<file path="config.mk">
export PLATFORM = sky130hd
export DESIGN_NAME = ptk_ram
export DESIGN_NICKNAME = d
export VERILOG_FILES = /design/src/hdl/ptk_ram.sv
export SDC_FILE = /design/constraint.sdc
export NUM_CORES = 1
export LEC_CHECK = 0
export CAP_MARGIN = 20
export CORE_MARGIN = 2
export CORE_UTILIZATION = 30
export DETAILED_ROUTE_END_ITERATION = 10
export DONT_BUFFER_PORTS = 1
export MAX_ROUTING_LAYER = met4
export PLACE_DENSITY_LB_ADDON = 0.2
export SKIP_LAST_GASP = 1
export SYNTH_ARGS = -nofsm -noshare
export SYNTH_HDL_FRONTEND = slang
export SYNTH_SLANG_ARGS = --single-unit
</file>
<file path="constraint.sdc">
create_clock -name clk -period 1.99 [get_ports clk]
set_input_delay 0.2985 -clock clk [delete_from_list [all_inputs] [get_ports clk]]
set_output_delay 0.2985 -clock clk [all_outputs]
set_load 0.02 [all_outputs]
</file>
<file path="src/hdl/ptk_ram.sv">
// Generic single write port RAM with registered read.
module ptk_ram #(
    parameter int WIDTH = 8,
    parameter int DEPTH = 16
) (
    input  logic                     clk,
    input  logic                     we,
    input  logic [$clog2(DEPTH)-1:0] waddr,
    input  logic [WIDTH-1:0]         wdata,
    input  logic [$clog2(DEPTH)-1:0] raddr,
    output logic [WIDTH-1:0]         rdata
);

    logic [WIDTH-1:0] mem [DEPTH];

    always_ff @(posedge clk)
    begin
        if (we)
        begin
            mem[waddr] <= wdata;
        end
        rdata <= mem[raddr];
    end

endmodule

</file>
* Word-level counts from Yosys, hierarchy flattened
Memories as Yosys holds them, arrays and structs flattened. A register that Yosys moved wholly into a read port is not among the register bits.
Index checks and enable logic that the tools add are counted.
** Cells by class
- Multiplexer cells :: 2
** Operators by type and width (number)
- 2-to-1 mux 1 bit :: 2
** Storage, ports and cells
- Memories kept :: 1
- Output and inout port bits :: 8
- Bits in registers :: 0
- Bits in writable memories :: 128
** Memory list
- mem :: words 16, width 8, rd ports 1, clocked after memory_dff 1, wr ports 1, line 14 : logic [WIDTH-1:0] mem [DEPTH];

* Depth between registers and ports, before layout
- Depth in word-level cells :: 2
- Depth in mapped cells :: 5
- Depth with buffers taken out :: 3

* Worst setup path before layout
Ideal clock, no wire load.
- Path type :: input -> register
- Start point :: input port waddr[2]
- End point :: memory mem[0][0] (enable)
- Setup slack :: 199 ps
- Buffers on the path :: 0
- Required time :: 1607 ps
- Cell stages on the path :: 2
- Data arrival time :: 1408 ps
- Library setup time :: 383 ps
- Cells stage by stage :: or3b_2 -> nor3_1
** RTL lines
- from (decl) :: line 8 : input logic [$clog2(DEPTH)-1:0] waddr,
- to (decl) :: line 14
No word-level cell before the write port.

==> metrics.txt <==
Post-route DRC=0; Root Buffer=clkbuf_16; final critical-path required period=approximately 1.4 ns; Post-synth EDFFs=between 100 and 150; # rows=between 40 and 50; Mapped Area=around 5100 um2; first-pass GRT wire length=between 15000 and 20000 um; Total GRT Usage=between 10% and 20%; fin crit share=a little under three quarters; CP Data Arrival Time=between 1.5 and 2 ns; max-cap viol count=0; RSZ-0062 raised after global routing=no; Area growth syn-to-layout=21.0%; Overflow after GRT=0; max incr delay on CP=between 0.4 and 0.5 ns; status=finished clean; Synth Register Bits=about 140; Max Slew Vio Count=0; top cell type's share of synthesized area=approximately three quarters; CP required=~2.3 ns; CP max-delay cell=mux4_2; Final Non-Filler Cells=~500; pre-CTS setup slack=around 0.52 ns; Final setup viols=0; Worst-path clk slew=0.06 ns; die width=~130 um; family with the most delay on the worst path=multiplexers; Post-synth top cells=128 x edfxtp_1, 18 x mux4_2, 16 x a22oi_1; Avg Cell Area, Syn=roughly 22 um2; Synth Flop Type=edfxtp_1; Hold WS=roughly 0.19 ns; Crit Path Max Fanout=1; clock buffer depth=2; CP startpoint kind=register; Post-Syn Nets=247; Routed WL=about 11000 um; die footprint=18200 um2; number of global-route vias before repair=approximately 2500; drt pass-1 iters=4; initial core utilization=between 30 and 40%; placed cells=around 460; Worst Setup End Kind=register; Resized Gates After CTS=0; Hold Path Class=in2reg; Routed wire per std cell=around 21 um; peak supply drop=0.000742 V; Max Clk Rate=approximately 710 MHz; Via density=approximately 4.7; Core Footprint=roughly 17000 um2; Iter 0 DRT Violations=approximately 240; register area share after synthesis=a little under 80%; final HPWL from detailed placement=6680 um; initial antenna violation count=2; cts hold-fix bufs=8; top-count cell post-synth=edfxtp_1; Final nets=about 280; synth top area cells=edfxtp_1 75%, mux4_2 7.9%, mux4_1 7.1%; Worst path depth=3; critical path, cell by cell=mux4_2 > a22oi_1 > nand2_1; clock buffer count from CTS=17; worst setup path class=reg2reg; via count=~2400; Yosys cell types=19; post-route ant nets=0; CTS tree=built; share of cells above drive strength 1=25.1%; Synth Instances=approximately 230; Hold Path Stages=3; setup bufs post-CTS=0; Worst-Skew Late Latency=~0.42 ns; largest net degree at the start of global routing=33; Die Y=135 um; worst setup margin=approximately 0.57 ns; port buffer count=0; yosys warns=0; asr flop ratio synth=0%; Slew @ Worst Pin=a little under 0.7 ns; relative slew slack=53.7%; Final Util=~37%; Cell Pwr Density=about 1100 nW/um2; setup tns final=0 ns; r2r worst-path depth=3; post-synth top area cell=edfxtp_1; final hold viol count=0; Critical path buffers and inverters=0; skew final=0.00419 ns; IO Count=26; Pleak=about 0.0021 uW; clk sinks=between 100 and 150; GP Congestion=approximately 0.76; htree depth=4
[layer usage]
metal,share of wire [%],global-route usage [%],vias to the layer above
met5,0,-,-
met4,1.4,5.73,0
met3,6.2,4.24,11
met2,47,19.0,63
met1,45,17.4,1235
li1,-,-,1060
[report_power, final]
part	switching, uW	internal (uW)	total (uW)
Sequential	45.5	3200	3250
Combinational	119	109	228
Clock	1130	2340	3460
Total	1290	5650	6940
[tightest hold or removal path: cells and delay by family]
| kind | cells | cell delay [ns] |
|---|---|---|
| mux | 1 | 0.16 |
| compound gates | 1 | 0.06 |
| simple gates | 1 | 0.05 |
[cells in the final DEF, fill, tap and decap left out, types with 5 or more instances in the layout]
cell / netlist / layout
mux4_2: 18 / 18
nor2_1: 13 / 13
dlygate4sd3_1: 0 / 8
clkinv_2: 0 / 5
mux4_1: 14 / 14
a22oi_1: 16 / 16
buf_4: 1 / 20
nand2_1: 9 / 9
edfxtp_1: 128 / 128
clkbuf_16: 0 / 17
bufinv_16: 0 / 6
dfxtp_1: 8 / 8
[kinds of logic (layout without fill, tap and decap cells)]
group / after synthesis / count (layout) / share of synthesized area (%)
flip-flops: 136 / 136 / 77.8
AND/OR/NAND/NOR: 35 / 35 / 3.18
multiplexers: 32 / 32 / 15.0
AO/OA/AOI/OAI: 16 / 16 / 2.33
buffers and inverters: 10 / 60 / 1.68
other: 0 / 2 / 0
[registers in the layout, indices dropped and copies added, names as in the netlist]
signal  cells
rdata       8
mem       128
[layout make-up]
cell class / count / area, um2
fillers: 1540 / 10500
well taps: 220 / 275
flip-flops and latches: 136 / 4000
repair buffers: 28 / 230
multi-input cells: 83 / 1060
diodes: 2 / 5.00
clock buffers: 18 / 429
clock inverters: 14 / 229
[path summary, 6_finish.rpt]
| check | from | to | slack (ns) |
|---|---|---|---|
| setup / recovery | mem[0][4] | rdata[4] | 0.57 |
| hold / removal | raddr[1] | rdata[7] | 0.19 |
| setup reg to reg | mem[0][4] | rdata[4] | 0.57 |
| hold reg to reg | mem[14][7] | rdata[7] | 0.67 |
[per-stage QoR]
step	power, uW	area [um2]
after floorplan	3460	5150
after global placement	3490	5490
after detailed placement	3490	5490
after CTS	7010	6220
after global routing	7160	6230
final	6940	6230
No activity file was read; power rests on OpenSTA's default activity.
